$ cat src/sv/rird_pkg.sv
// Package for the RTSP interleaved RTP deframer.
// Holds parse phase codes, result and push types, and register indexes.
// No dependencies.
package rird_pkg;

  localparam logic [7:0] DOLLAR_SIGN  = 8'h24;
  localparam int unsigned MASK_WORDS  = 4;
  localparam int unsigned MASK_W      = 64;
  localparam int unsigned CFG_IDX_W   = 3;
  localparam int unsigned FIFO_DEPTH  = 4;
  localparam int unsigned FIFO_PTR_W  = 2;
  localparam int unsigned FIFO_CNT_W  = 3;

  localparam logic [CFG_IDX_W-1:0] CFG_CHANNEL_MASK_0 = 3'd0;
  localparam logic [CFG_IDX_W-1:0] CFG_CHANNEL_MASK_1 = 3'd1;
  localparam logic [CFG_IDX_W-1:0] CFG_CHANNEL_MASK_2 = 3'd2;
  localparam logic [CFG_IDX_W-1:0] CFG_CHANNEL_MASK_3 = 3'd3;

  typedef enum logic [2:0] {
    PH_SKIP     = 3'd0,
    PH_CHANNEL  = 3'd1,
    PH_LEN_HIGH = 3'd2,
    PH_LEN_LOW  = 3'd3,
    PH_DATA     = 3'd4
  } phase_e;

  typedef struct packed {
    logic [7:0] data;
    logic       kind;
    logic [7:0] chan;
    logic       last;
  } result_t;

  // Up to two results produced by one item, in order.
  typedef struct packed {
    logic [1:0] num;
    result_t    first;
    result_t    second;
  } push_t;

endpackage

$ cat src/sv/rird_mask.sv
// Channel enable mask registers and the per-channel lookup.
// Depends on rird_pkg.
module rird_mask import rird_pkg::*; (
  input  logic                 clk_i,
  input  logic                 rst_ni,
  input  logic                 cfg_we_i,
  input  logic [CFG_IDX_W-1:0] cfg_index_i,
  input  logic [MASK_W-1:0]    cfg_data_i,
  input  logic [7:0]           chan_i,
  output logic                 chan_en_o
);

  logic [MASK_WORDS*MASK_W-1:0] mask_q;

  always_ff @(posedge clk_i or negedge rst_ni) begin
    if (!rst_ni) begin
      mask_q <= '0;
    end else if (cfg_we_i) begin
      unique case (cfg_index_i)
        CFG_CHANNEL_MASK_0: mask_q[0*MASK_W +: MASK_W] <= cfg_data_i;
        CFG_CHANNEL_MASK_1: mask_q[1*MASK_W +: MASK_W] <= cfg_data_i;
        CFG_CHANNEL_MASK_2: mask_q[2*MASK_W +: MASK_W] <= cfg_data_i;
        CFG_CHANNEL_MASK_3: mask_q[3*MASK_W +: MASK_W] <= cfg_data_i;
        default: ;  // writes beyond the register list are dropped
      endcase
    end
  end

  assign chan_en_o = mask_q[chan_i];

endmodule

$ cat src/sv/rird_parser.sv
// Input register and parse state machine: turns each item into 0..2 results.
// Depends on rird_pkg.
module rird_parser import rird_pkg::*; (
  input  logic       clk_i,
  input  logic       rst_ni,
  input  logic       in_valid_i,
  output logic       in_stall_o,
  input  logic [7:0] data_byte_i,
  input  logic       room_i,
  output logic [7:0] chan_o,
  input  logic       chan_en_i,
  output push_t      push_o
);

  logic        in_valid_q, in_valid_d;
  logic [7:0]  in_byte_q;
  logic        take, fire;

  phase_e      phase_q, phase_d;
  logic [7:0]  held_chan_q, held_chan_d;
  logic [7:0]  len_high_q, len_high_d;
  logic [15:0] remaining_q, remaining_d;

  // The item in the input register moves on only when the queue has room for two.
  assign fire       = in_valid_q & room_i;
  assign in_stall_o = in_valid_q & ~room_i;
  assign take       = in_valid_i & ~in_stall_o;
  assign in_valid_d = take | (in_valid_q & ~room_i);

  assign chan_o = in_byte_q;

  always_ff @(posedge clk_i or negedge rst_ni) begin
    if (!rst_ni) begin
      in_valid_q  <= 1'b0;
      phase_q     <= PH_SKIP;
      held_chan_q <= '0;
      len_high_q  <= '0;
      remaining_q <= '0;
    end else begin
      in_valid_q  <= in_valid_d;
      phase_q     <= phase_d;
      held_chan_q <= held_chan_d;
      len_high_q  <= len_high_d;
      remaining_q <= remaining_d;
    end
  end

  always_ff @(posedge clk_i) begin
    if (take) begin
      in_byte_q <= data_byte_i;
    end
  end

  function automatic result_t mk_res(logic [7:0] d, logic k, logic [7:0] c, logic l);
    result_t r;
    r.data = d;
    r.kind = k;
    r.chan = c;
    r.last = l;
    return r;
  endfunction

  always_comb begin
    logic [15:0] len_full;
    logic [15:0] rem_dec;
    len_full    = {len_high_q, in_byte_q};
    rem_dec     = remaining_q - 16'd1;
    phase_d     = phase_q;
    held_chan_d = held_chan_q;
    len_high_d  = len_high_q;
    remaining_d = remaining_q;
    push_o      = '0;
    if (fire) begin
      unique case (phase_q)
        PH_CHANNEL: begin
          if (chan_en_i) begin
            held_chan_d  = in_byte_q;
            phase_d      = PH_LEN_HIGH;
            push_o.num   = 2'd2;
            push_o.first = mk_res(DOLLAR_SIGN, 1'b1, in_byte_q, 1'b0);
            push_o.second = mk_res(in_byte_q, 1'b1, in_byte_q, 1'b0);
          end else begin
            // Held '$' goes out as body; the new byte is handled as in skip phase.
            push_o.first = mk_res(DOLLAR_SIGN, 1'b0, 8'd0, 1'b0);
            if (in_byte_q == DOLLAR_SIGN) begin
              phase_d    = PH_CHANNEL;
              push_o.num = 2'd1;
            end else begin
              phase_d       = PH_SKIP;
              push_o.num    = 2'd2;
              push_o.second = mk_res(in_byte_q, 1'b0, 8'd0, 1'b0);
            end
          end
        end
        PH_LEN_HIGH: begin
          len_high_d   = in_byte_q;
          phase_d      = PH_LEN_LOW;
          push_o.num   = 2'd1;
          push_o.first = mk_res(in_byte_q, 1'b1, held_chan_q, 1'b0);
        end
        PH_LEN_LOW: begin
          remaining_d  = len_full;
          phase_d      = (len_full == 16'd0) ? PH_SKIP : PH_DATA;
          push_o.num   = 2'd1;
          push_o.first = mk_res(in_byte_q, 1'b1, held_chan_q, len_full == 16'd0);
        end
        PH_DATA: begin
          remaining_d  = rem_dec;
          phase_d      = (rem_dec == 16'd0) ? PH_SKIP : PH_DATA;
          push_o.num   = 2'd1;
          push_o.first = mk_res(in_byte_q, 1'b1, held_chan_q, rem_dec == 16'd0);
        end
        default: begin
          if (in_byte_q == DOLLAR_SIGN) begin
            phase_d = PH_CHANNEL;
          end else begin
            phase_d      = PH_SKIP;
            push_o.num   = 2'd1;
            push_o.first = mk_res(in_byte_q, 1'b0, 8'd0, 1'b0);
          end
        end
      endcase
    end
  end

endmodule

$ cat src/sv/rird_out_fifo.sv
// Small result queue: takes up to two results a cycle, hands out one.
// Depends on rird_pkg.
module rird_out_fifo import rird_pkg::*; (
  input  logic    clk_i,
  input  logic    rst_ni,
  input  push_t   push_i,
  output logic    room_o,
  output logic    out_valid_o,
  input  logic    out_stall_i,
  output result_t out_res_o
);

  result_t                mem_q [FIFO_DEPTH];
  logic [FIFO_PTR_W-1:0]  wr_ptr_q, rd_ptr_q;
  logic [FIFO_CNT_W-1:0]  count_q, count_d;
  logic                   pop;

  assign out_valid_o = (count_q != '0);
  assign out_res_o   = mem_q[rd_ptr_q];
  assign pop         = out_valid_o & ~out_stall_i;
  // Room for a two-result item regardless of this cycle's pop.
  assign room_o      = (count_q <= FIFO_CNT_W'(FIFO_DEPTH - 2));

  assign count_d = count_q + FIFO_CNT_W'(push_i.num) - FIFO_CNT_W'(pop);

  always_ff @(posedge clk_i or negedge rst_ni) begin
    if (!rst_ni) begin
      wr_ptr_q <= '0;
      rd_ptr_q <= '0;
      count_q  <= '0;
    end else begin
      wr_ptr_q <= wr_ptr_q + push_i.num;
      rd_ptr_q <= rd_ptr_q + FIFO_PTR_W'(pop);
      count_q  <= count_d;
    end
  end

  always_ff @(posedge clk_i) begin
    if (push_i.num != 2'd0) begin
      mem_q[wr_ptr_q] <= push_i.first;
    end
    if (push_i.num == 2'd2) begin
      mem_q[wr_ptr_q + FIFO_PTR_W'(1)] <= push_i.second;
    end
  end

endmodule

$ cat src/sv/rtsp_interleaved_rtp_deframer.sv
// RTSP interleaved deframer: splits a byte stream into body bytes and
// channel-tagged interleaved packet bytes.
//
// Input channel: in_valid_i / in_stall_o with one stream byte per item.
// Output channel: out_valid_o / out_stall_i, one byte per item with its kind,
// packet channel and last-byte mark.
// Configuration: cfg_we_i writes cfg_data_i to channel mask word cfg_index_i
// (0..3, channels 64*i .. 64*i+63); other indexes are ignored. Write only
// while idle.
// Path: an accepted item is held in the input register, then its results are written to the result queue.
// Throughput: one item per cycle. A '$' followed by a channel byte yields two
// results from one item; these drain through a four-entry result queue,
// and input stalls when fewer than two queue slots are free.
// Reset: clears the masks (all channels disabled), the parse state and the
// result queue.
// Output stall: results wait in the queue with the head held steady; once
// more than two results are queued the input register holds its item and
// in_stall_o rises in the same cycle.
module rtsp_interleaved_rtp_deframer import rird_pkg::*; (
  input  logic                 clk_i,
  input  logic                 rst_ni,
  input  logic                 in_valid_i,
  output logic                 in_stall_o,
  input  logic [7:0]           data_byte_i,
  output logic                 out_valid_o,
  input  logic                 out_stall_i,
  output logic [7:0]           out_byte_o,
  output logic                 out_kind_o,
  output logic [7:0]           packet_channel_o,
  output logic                 packet_last_o,
  input  logic                 cfg_we_i,
  input  logic [CFG_IDX_W-1:0] cfg_index_i,
  input  logic [MASK_W-1:0]    cfg_data_i
);

  logic       room;
  logic [7:0] chan;
  logic       chan_en;
  push_t      push;
  result_t    res;

  rird_mask u_mask (
    .clk_i       (clk_i),
    .rst_ni      (rst_ni),
    .cfg_we_i    (cfg_we_i),
    .cfg_index_i (cfg_index_i),
    .cfg_data_i  (cfg_data_i),
    .chan_i      (chan),
    .chan_en_o   (chan_en)
  );

  rird_parser u_parser (
    .clk_i       (clk_i),
    .rst_ni      (rst_ni),
    .in_valid_i  (in_valid_i),
    .in_stall_o  (in_stall_o),
    .data_byte_i (data_byte_i),
    .room_i      (room),
    .chan_o      (chan),
    .chan_en_i   (chan_en),
    .push_o      (push)
  );

  rird_out_fifo u_fifo (
    .clk_i       (clk_i),
    .rst_ni      (rst_ni),
    .push_i      (push),
    .room_o      (room),
    .out_valid_o (out_valid_o),
    .out_stall_i (out_stall_i),
    .out_res_o   (res)
  );

  assign out_byte_o       = res.data;
  assign out_kind_o       = res.kind;
  assign packet_channel_o = res.chan;
  assign packet_last_o    = res.last;

endmodule

$ cat config.mk
export PLATFORM = sky130hd
export DESIGN_NAME = rtsp_interleaved_rtp_deframer
export DESIGN_NICKNAME = d
export VERILOG_FILES = /design/src/sv/rird_pkg.sv /design/src/sv/rird_mask.sv /design/src/sv/rird_parser.sv /design/src/sv/rird_out_fifo.sv /design/src/sv/rtsp_interleaved_rtp_deframer.sv
export SDC_FILE = /design/constraint.sdc
export NUM_CORES = 1
export LEC_CHECK = 0
export ABC_AREA = 1
export BUFFER_PORTS_ARGS = -buffer_cell sky130_fd_sc_hd__buf_2
export CORE_ASPECT_RATIO = 1.4
export CORE_MARGIN = 5
export CORE_UTILIZATION = 30
export CTS_CLUSTER_SIZE = 40
export DETAILED_ROUTE_END_ITERATION = 6
export GPL_TIMING_DRIVEN = 1
export SLEW_MARGIN = 20
export SYNTH_ARGS = -nofsm -noshare
export SYNTH_HDL_FRONTEND = slang
export SYNTH_SLANG_ARGS = --single-unit
$ cat constraint.sdc
create_clock -name clk_i -period 3.35 [get_ports clk_i]
set_input_delay 0.5025 -clock clk_i [delete_from_list [all_inputs] [get_ports clk_i]]
set_output_delay 0.5025 -clock clk_i [all_outputs]
set_load 0.05 [all_outputs]
# Yosys cells after proc, flatten, opt, wreduce, memory -nomap -nowiden
# Memories as Yosys holds them, arrays and structs flattened.
# Cells that the tools add are included.
[classes]
n_reduce_logical = 13
n_addsub = 6
muxes = 19
bitwise_logic = 8
n_lt_le_gt_ge = 2
n_eq_ne = 9
[ops]
columns = ["cell", "n"]
rows = [
  ["one-hot mux 20 bit (4 select lines)", 1],
  ["two-way mux 38 bit", 2],
  ["two-way mux 18 bit", 2],
  ["logical NOT 16 bit", 2],
  ["one-hot mux 16 bit (2 select lines)", 1],
  ["two-way mux 19 bit", 1],
  ["subtractor 16 x 1 -> 16 bit, second input constant", 1],
  ["== test 3 x 2 -> 1 bit, second input constant", 4],
  ["one-hot mux 3 bit (4 select lines)", 1],
  ["AND reduction 2 bit", 6],
  ["less-than comparator 8 x 9 -> 1 bit, second input constant", 1],
  ["two-way mux 3 bit", 3],
  ["binary-select mux 1 bit (select 8 bit)", 1],
  ["== test 8 x 6 -> 1 bit, second input constant", 1],
  ["== test 3 x 1 -> 1 bit, second input constant", 2],
  ["two-way mux 1 bit", 6],
  ["bitwise AND 1 bit", 4],
  ["nonzero test 2 bit", 2],
  ["adder 3 x 2 -> 3 bit", 1],
  ["== test 3 bit, second input constant", 1],
  ["<= comparator 3 x 2 -> 1 bit, second input constant", 1],
  ["logical NOT 3 bit", 1],
  ["NOT 1 bit", 3],
  ["AND reduction 3 bit", 1],
  ["other kinds (8)", 8],
]
[word_totals]
mem_bits_rw = 72
input_bits = 80
out_inout_bits = 20
memories = 1
regBits = 307
[mem_list]
columns = ["name", "words", "width", "rd", "rd_ports_with_merged_regs", "write_ports", "line", "text"]
rows = [
  ["u_fifo.mem_q", 4, 18, 1, 0, 2, "rird_out_fifo.sv:13", "result_t mem_q [FIFO_DEPTH];"],
]

# Depth between registers and ports, before layout
[depth]
depth_word = 8
mapped_depth = 26

# Modules after synthesis
# From an unflattened synthesis, not the netlist that was laid out.
[hier_totals]
cells_unflattened = 2285
hier_area_um2 = 18718.0
[by_module_without_submodules]
columns = ["mod", "area_per_inst_um2", "instances", "cells_per_inst", "seq_area_each_um2"]
rows = [
  ["rird_mask", 11811.3, 1, 1475, 6406.1],
  ["rird_out_fifo", 4161.5, 1, 424, 2337.2],
  ["rird_parser", 2745.1, 1, 386, 1141.1],
]

# Worst setup path after synthesis
# Ideal clock, no wire load.
[synth_path]
path_type = "register to register"
from = "register u_parser.in_byte_q[0] (netlist: u_parser.chan_o[0])"
to = "register u_fifo.count_q[2]"
stages_incl_launch_ff = 25
path_buffers = 4
t_arrival_ns = 3.067
slack_ns = 0.203
synth_period_minus_slack_ns = 3.147
setup_ns = 0.079
path_cell_list = "edfxtp_1 -> buf_4 -> inv_2 -> buf_6 -> buf_6 -> buf_6 -> nand2_1 -> nand3_1 -> nand3_1 -> nand3_1 -> nand2_1 -> nand2_1 -> nand2_1 -> nor2_1 -> nor2_2 -> nor2_4 -> nand3_1 -> nand2_1 -> nand2_1 -> ha_1 -> inv_1 -> ha_1 -> fa_1 -> xnor2_1 -> xor2_1"
[synth_via]
elab_chain_cells = 7
[synth_lines]
columns = ["item", "line", "text"]
rows = [
  ["start, declared", "rird_parser.sv:16", "logic [7:0] in_byte_q;"],
  ["start signal, assigned", "rird_parser.sv:50", "in_byte_q <= data_byte_i;"],
  ["binary-select mux 1 bit (select 8 bit) / == test 8 x 6 -> 1 bit (equally long branches)", "rird_mask.sv:29, rird_parser.sv:85, rird_parser.sv:114", ""],
  ["two-way mux 1 bit (implied by the code) / two-way mux 2 bit (equally long branches)", "rird_mask.sv:29, rird_parser.sv:85", ""],
  ["two-way mux 38 bit", "rird_parser.sv:76", "if (chan_en_i) begin"],
  ["one-hot mux 20 bit (4 select lines) *", "rird_parser.sv:74", "unique case (phase_q)"],
  ["two-way mux 38 bit *", "rird_parser.sv:73", "if (fire) begin"],
  ["adder 3 x 2 -> 3 bit *", "rird_out_fifo.sv:24", "assign count_d = count_q + FIFO_CNT_W'(push_i.num) - FIFO_CNT_W'(pop);"],
  ["subtractor 3 x 1 -> 3 bit *", "rird_out_fifo.sv:24", ""],
  ["via u_fifo.count_d[2]", "rird_out_fifo.sv:15", "logic [FIFO_CNT_W-1:0] count_q, count_d;"],
  ["end signal, assigned", "rird_out_fifo.sv:34", "count_q <= count_d;"],
  ["end, declared", "rird_out_fifo.sv:15", ""],
]
# Mark *: on every way through the listed nets, which the timed path passes. The rest lies on a longest branch. The select of a mux whose other input is x is not followed.
# A chain may end at the register's enable or synchronous reset.

# Worst setup path after layout
# Same ends and word-level chain as after synthesis.

==> impl_metrics.xml <==
<?xml version="1.0" encoding="UTF-8"?>
<metrics>
  <group name="status">
    <metric name="run_status" unit="">finished, final reports clean</metric>
  </group>
  <group name="sta">
    <metric name="worst_slew_margin_rel" unit="%">28.78</metric>
    <metric name="fin_crit_sh" unit="%">100.0</metric>
    <metric name="maxClockFrequency" unit="MHz">298.5</metric>
    <metric name="postLayoutSetupSlackWorst" unit="ns">0.00008349</metric>
    <metric name="hold_viol_final" unit="">0</metric>
    <metric name="worst_slew_pin_slew" unit="ns">1.064</metric>
    <metric name="slew_viol_final" unit="">0</metric>
    <metric name="final.hold.worst_slack" unit="ns">0.1682</metric>
    <metric name="clock_skews" unit="ns">0.02494</metric>
    <metric name="setup_viol" unit="">0</metric>
    <metric name="layout_min_cycle_time" unit="ns">3.350</metric>
    <metric name="rsz0062_at_grt" unit="">true</metric>
    <metric name="timing.setup.tns" unit="ns">0</metric>
  </group>
  <group name="global_routing">
    <metric name="grt_first_pass_wirelength" unit="µm">86240</metric>
    <metric name="grt_max_degree" unit="">129</metric>
    <metric name="global_route_total_overflow" unit="">0</metric>
    <metric name="grt_pass1_vias" unit="">15480</metric>
    <metric name="grt.total_usage" unit="%">15.93</metric>
    <metric name="antenna_found_initial" unit="">0</metric>
  </group>
  <group name="logic_synthesis">
    <metric name="synth_top_cells_by_count" unit="">sky130_fd_sc_hd__nand2_1, sky130_fd_sc_hd__o21ai_0, sky130_fd_sc_hd__dfrtp_1</metric>
    <metric name="synth_cell_type_count" unit="">41</metric>
    <metric name="post-synth-top-count-cell" unit="">sky130_fd_sc_hd__nand2_1</metric>
    <metric name="synth_sequential_area_ratio" unit="%">53.03</metric>
    <metric name="synth-simple-area-share" unit="%">22.65</metric>
    <metric name="dominantRegCellSynth" unit="">sky130_fd_sc_hd__dfrtp_1</metric>
    <metric name="synth_edf_count" unit="">76</metric>
    <metric name="synth_area" unit="mm²">0.01856</metric>
    <metric name="postSynthAreaPerCell" unit="µm²">7.957</metric>
    <metric name="dominant_combinational_cell_family_by_area_after_synthesis" unit="">simple AND/OR/NAND/NOR gates</metric>
    <metric name="synth_fp_nets" unit="">2421</metric>
    <metric name="synth_compound_area_share" unit="%">14.61</metric>
    <metric name="yosysWarningCount" unit="">0</metric>
    <metric name="number_of_synthesized_register_bits" unit="">379</metric>
    <metric name="muxShareOfSynthArea" unit="%">0</metric>
    <metric name="synth_fa_ha_area_share" unit="%">0.5797</metric>
    <metric name="asyncSetResetFlopFracSynth" unit="%">78.89</metric>
    <metric name="synth.largest_area_cell" unit="">sky130_fd_sc_hd__dfrtp_1</metric>
    <metric name="synth.area.top_cells" unit="">sky130_fd_sc_hd__dfrtp_1, sky130_fd_sc_hd__nand2_1, sky130_fd_sc_hd__edfxtp_1</metric>
    <metric name="synthXorXnorAreaFrac" unit="%">0.6606</metric>
    <metric name="synth_cells" unit="">2333</metric>
    <metric name="synth.top_cell.area_share" unit="%">40.31</metric>
  </group>
  <group name="placed_design">
    <metric name="globalplace.congestion" unit="">0.8524</metric>
    <metric name="place_ws" unit="ns">-0.1372</metric>
    <metric name="port_buffers" unit="">99</metric>
    <metric name="post-dp-hpwl" unit="µm">37110</metric>
  </group>
  <group name="power">
    <metric name="static-leakage-power" unit="µW">0.01032</metric>
    <metric name="total_power_divided_by_cell_area" unit="mW/mm²">765.4</metric>
    <metric name="report.power.total" unit="µW">16830</metric>
    <metric name="worst_ir_drop_on_vdd" unit="µV">461.0</metric>
  </group>
  <group name="critical_path">
    <metric name="path_max_fanout" unit="">8</metric>
    <metric name="cp-startpoint" unit="">u_parser.chan_o[0]</metric>
    <metric name="timing.rr.start" unit="">u_parser.chan_o[0]</metric>
    <metric name="worst-setup-path-type" unit="">reg -&gt; reg</metric>
    <metric name="worst_path_most_repeated_cell" unit="">sky130_fd_sc_hd__nand2_1</metric>
    <metric name="arrival" unit="ns">3.77</metric>
    <metric name="crit_path_end_kind" unit="">flop</metric>
    <metric name="critical_path.top_delay_family" unit="">buffers and inverters</metric>
    <metric name="timing.critical_path.required" unit="ns">3.77</metric>
    <metric name="critPathSlowestCell" unit="">sky130_fd_sc_hd__fa_2</metric>
    <metric name="worstPathBufferInverterCount" unit="">8</metric>
    <metric name="critPathLaunchType" unit="">flop</metric>
    <metric name="cpPeakStageDelay" unit="ns">0.40</metric>
    <metric name="cp_cell_instances" unit="">buf_6 -&gt; clkinv_8 -&gt; buf_12 -&gt; buf_4 -&gt; nand2_1 -&gt; nand3_1 -&gt; nand2_1 -&gt; nand2_1 -&gt; nand2_2 -&gt; inv_1 -&gt; a21oi_1 -&gt; buf_4 -&gt; nor2_1 -&gt; nand2_1 -&gt; nand3_4 -&gt; buf_4 -&gt; nand3_4 -&gt; nand3_4 -&gt; ha_4 -&gt; inv_1 -&gt; fa_2 -&gt; xnor2_2 -&gt; xor2_1</metric>
  </group>
  <group name="floorplan">
    <metric name="die_h" unit="µm">304.3</metric>
    <metric name="fp-row-count" unit="">108</metric>
    <metric name="coreArea" unit="mm²">0.06162</metric>
    <metric name="initial_utilization" unit="%">30.13</metric>
    <metric name="ios" unit="">100</metric>
    <metric name="die_w" unit="µm">220.2</metric>
    <metric name="design.die.area" unit="mm²">0.06702</metric>
  </group>
  <group name="cts">
    <metric name="worst_skew_pair.late_latency" unit="ns">0.55</metric>
    <metric name="number_of_sinks_driven_by_the_clock_tree" unit="">379</metric>
    <metric name="cts_tree" unit="">done</metric>
    <metric name="cts_root_buffer" unit="">sky130_fd_sc_hd__clkbuf_16</metric>
    <metric name="htree_num_levels" unit="">2</metric>
    <metric name="cts_max_path_buffers" unit="">3</metric>
    <metric name="clk_pin_slew_worst_paths" unit="ns">0.07</metric>
    <metric name="cts-buffers-inserted" unit="">39</metric>
  </group>
  <group name="detailed_routing">
    <metric name="route.antenna.remaining_nets" unit="">0</metric>
    <metric name="detailedRoute.firstPassIterationCount" unit="">5</metric>
    <metric name="vias_per_cell" unit="">4.748</metric>
    <metric name="routed-via-count" unit="">15590</metric>
    <metric name="drc" unit="">0</metric>
    <metric name="drt_iter0_markers" unit="">1180</metric>
    <metric name="total_wire_length" unit="µm">54240</metric>
    <metric name="wire_per_inst" unit="µm">16.52</metric>
  </group>
  <group name="layout">
    <metric name="areaGrowthSynthToFinish" unit="%">18.43</metric>
    <metric name="num_antenna_cells" unit="">0</metric>
    <metric name="finish.utilization" unit="%">35.68</metric>
    <metric name="finish.net_count" unit="">2519</metric>
    <metric name="final_layout_size_suffix_gt1_share" unit="%">13.14</metric>
  </group>
  <group name="worst_hold_path">
    <metric name="hold_path_class" unit="">in -&gt; reg</metric>
    <metric name="timing.hold.worst.start" unit="">data_byte_i[7]</metric>
  </group>
  <group name="flow_run">
    <metric name="maxCapViolCount" unit="">0</metric>
  </group>
</metrics>
## metal layers
metal | GRT usage [%] | routed length (µm) | up-vias
li1 | - | - | 7711
met1 | 20.38 | 22950 | 7404
met2 | 28.07 | 27680 | 388
met3 | 1.761 | 2086 | 86
met4 | 4.937 | 1528 | 0
met5 | 0 | 0 | -
## area by class of cell
type                            count  area (µm²)
Multi-Input combinational cell   1568        7315
Inverter                          246       942.2
Sequential cell                   379        9844
Clock inverter                     10       67.56
Tap cell                          825        1032
Timing Repair Buffer              196        1634
Clock buffer                       58        1139
Fill cell                        6523       39630
Timing Repair inverter              1       11.26
## path summary, 6_finish.rpt
check                      slack, ns  depth (start not counted)                 endpoint
setup / recovery             0.00008                         23        u_fifo.count_q[2]
hold reg to reg                 0.47                          2  u_parser.held_chan_q[0]
setup reg to reg             0.00008                         23        u_fifo.count_q[2]
hold / removal                  0.17                          1       u_parser.chan_o[7]
min in group asynchronous       0.50                          2       u_mask.mask_q[140]
max in group asynchronous       1.91                          3       u_mask.mask_q[167]
## registers in the layout, indices dropped and copies added (netlist names), 3 cells and up
| name | flops |
|---|---|
| u_parser.chan_o | 8 |
| u_fifo.mem_q | 72 |
| u_parser.held_chan_q | 8 |
| u_mask.mask_q | 256 |
| u_parser.len_high_q | 8 |
| u_parser.phase_q | 3 |
| u_fifo.count_q | 3 |
| u_parser.remaining_q | 16 |
## cell usage in the layout (no fill, tap or decap), types with 20 or more instances in the layout
cell,instances
sky130_fd_sc_hd__nor2_1,182
sky130_fd_sc_hd__edfxtp_1,76
sky130_fd_sc_hd__a21oi_1,23
sky130_fd_sc_hd__o21ai_0,370
sky130_fd_sc_hd__buf_2,98
sky130_fd_sc_hd__clkbuf_16,41
sky130_fd_sc_hd__nand3_1,106
sky130_fd_sc_hd__o21ai_1,48
sky130_fd_sc_hd__nand2_1,683
sky130_fd_sc_hd__inv_1,236
sky130_fd_sc_hd__o22ai_1,52
sky130_fd_sc_hd__buf_12,20
sky130_fd_sc_hd__dfrtp_1,299
sky130_fd_sc_hd__buf_4,64
## where the power goes
part           total (µW)  internal (µW)  switching, µW
Sequential           6390           5830            563
Combinational        6250           2000           4250
Clock                4190           2360           1830
Total               16800          10200           6640
## logic make-up after synthesis
group | after synthesis
buffers and inverters | 386
DFF | 379
xor gates and xnor gates | 14
and+or+nand+nor | 1033
adders and majority gates | 8
AOI/OAI and AO/OA | 513
## what timing repair did
action | in CTS | in global routing
hold buffers | 1 | 0
pin swaps | 4 | 19
setup endpoints to repair | 1 | 4
buffers inserted | 2 | 5
cloned | 3 | 2
gates resized for setup | 21 | 44
hold endpoints to repair | 68 | 0
## stage by stage
step / instance area [µm²] / instances
finish: 21980 / 3283
global route: 21980 / 3283
CTS: 21760 / 3276
detailed placement: 20390 / 3202
global placement: 20390 / 3202
floorplan: 18560 / 2333
No activity file was read; power rests on OpenSTA's default activity.
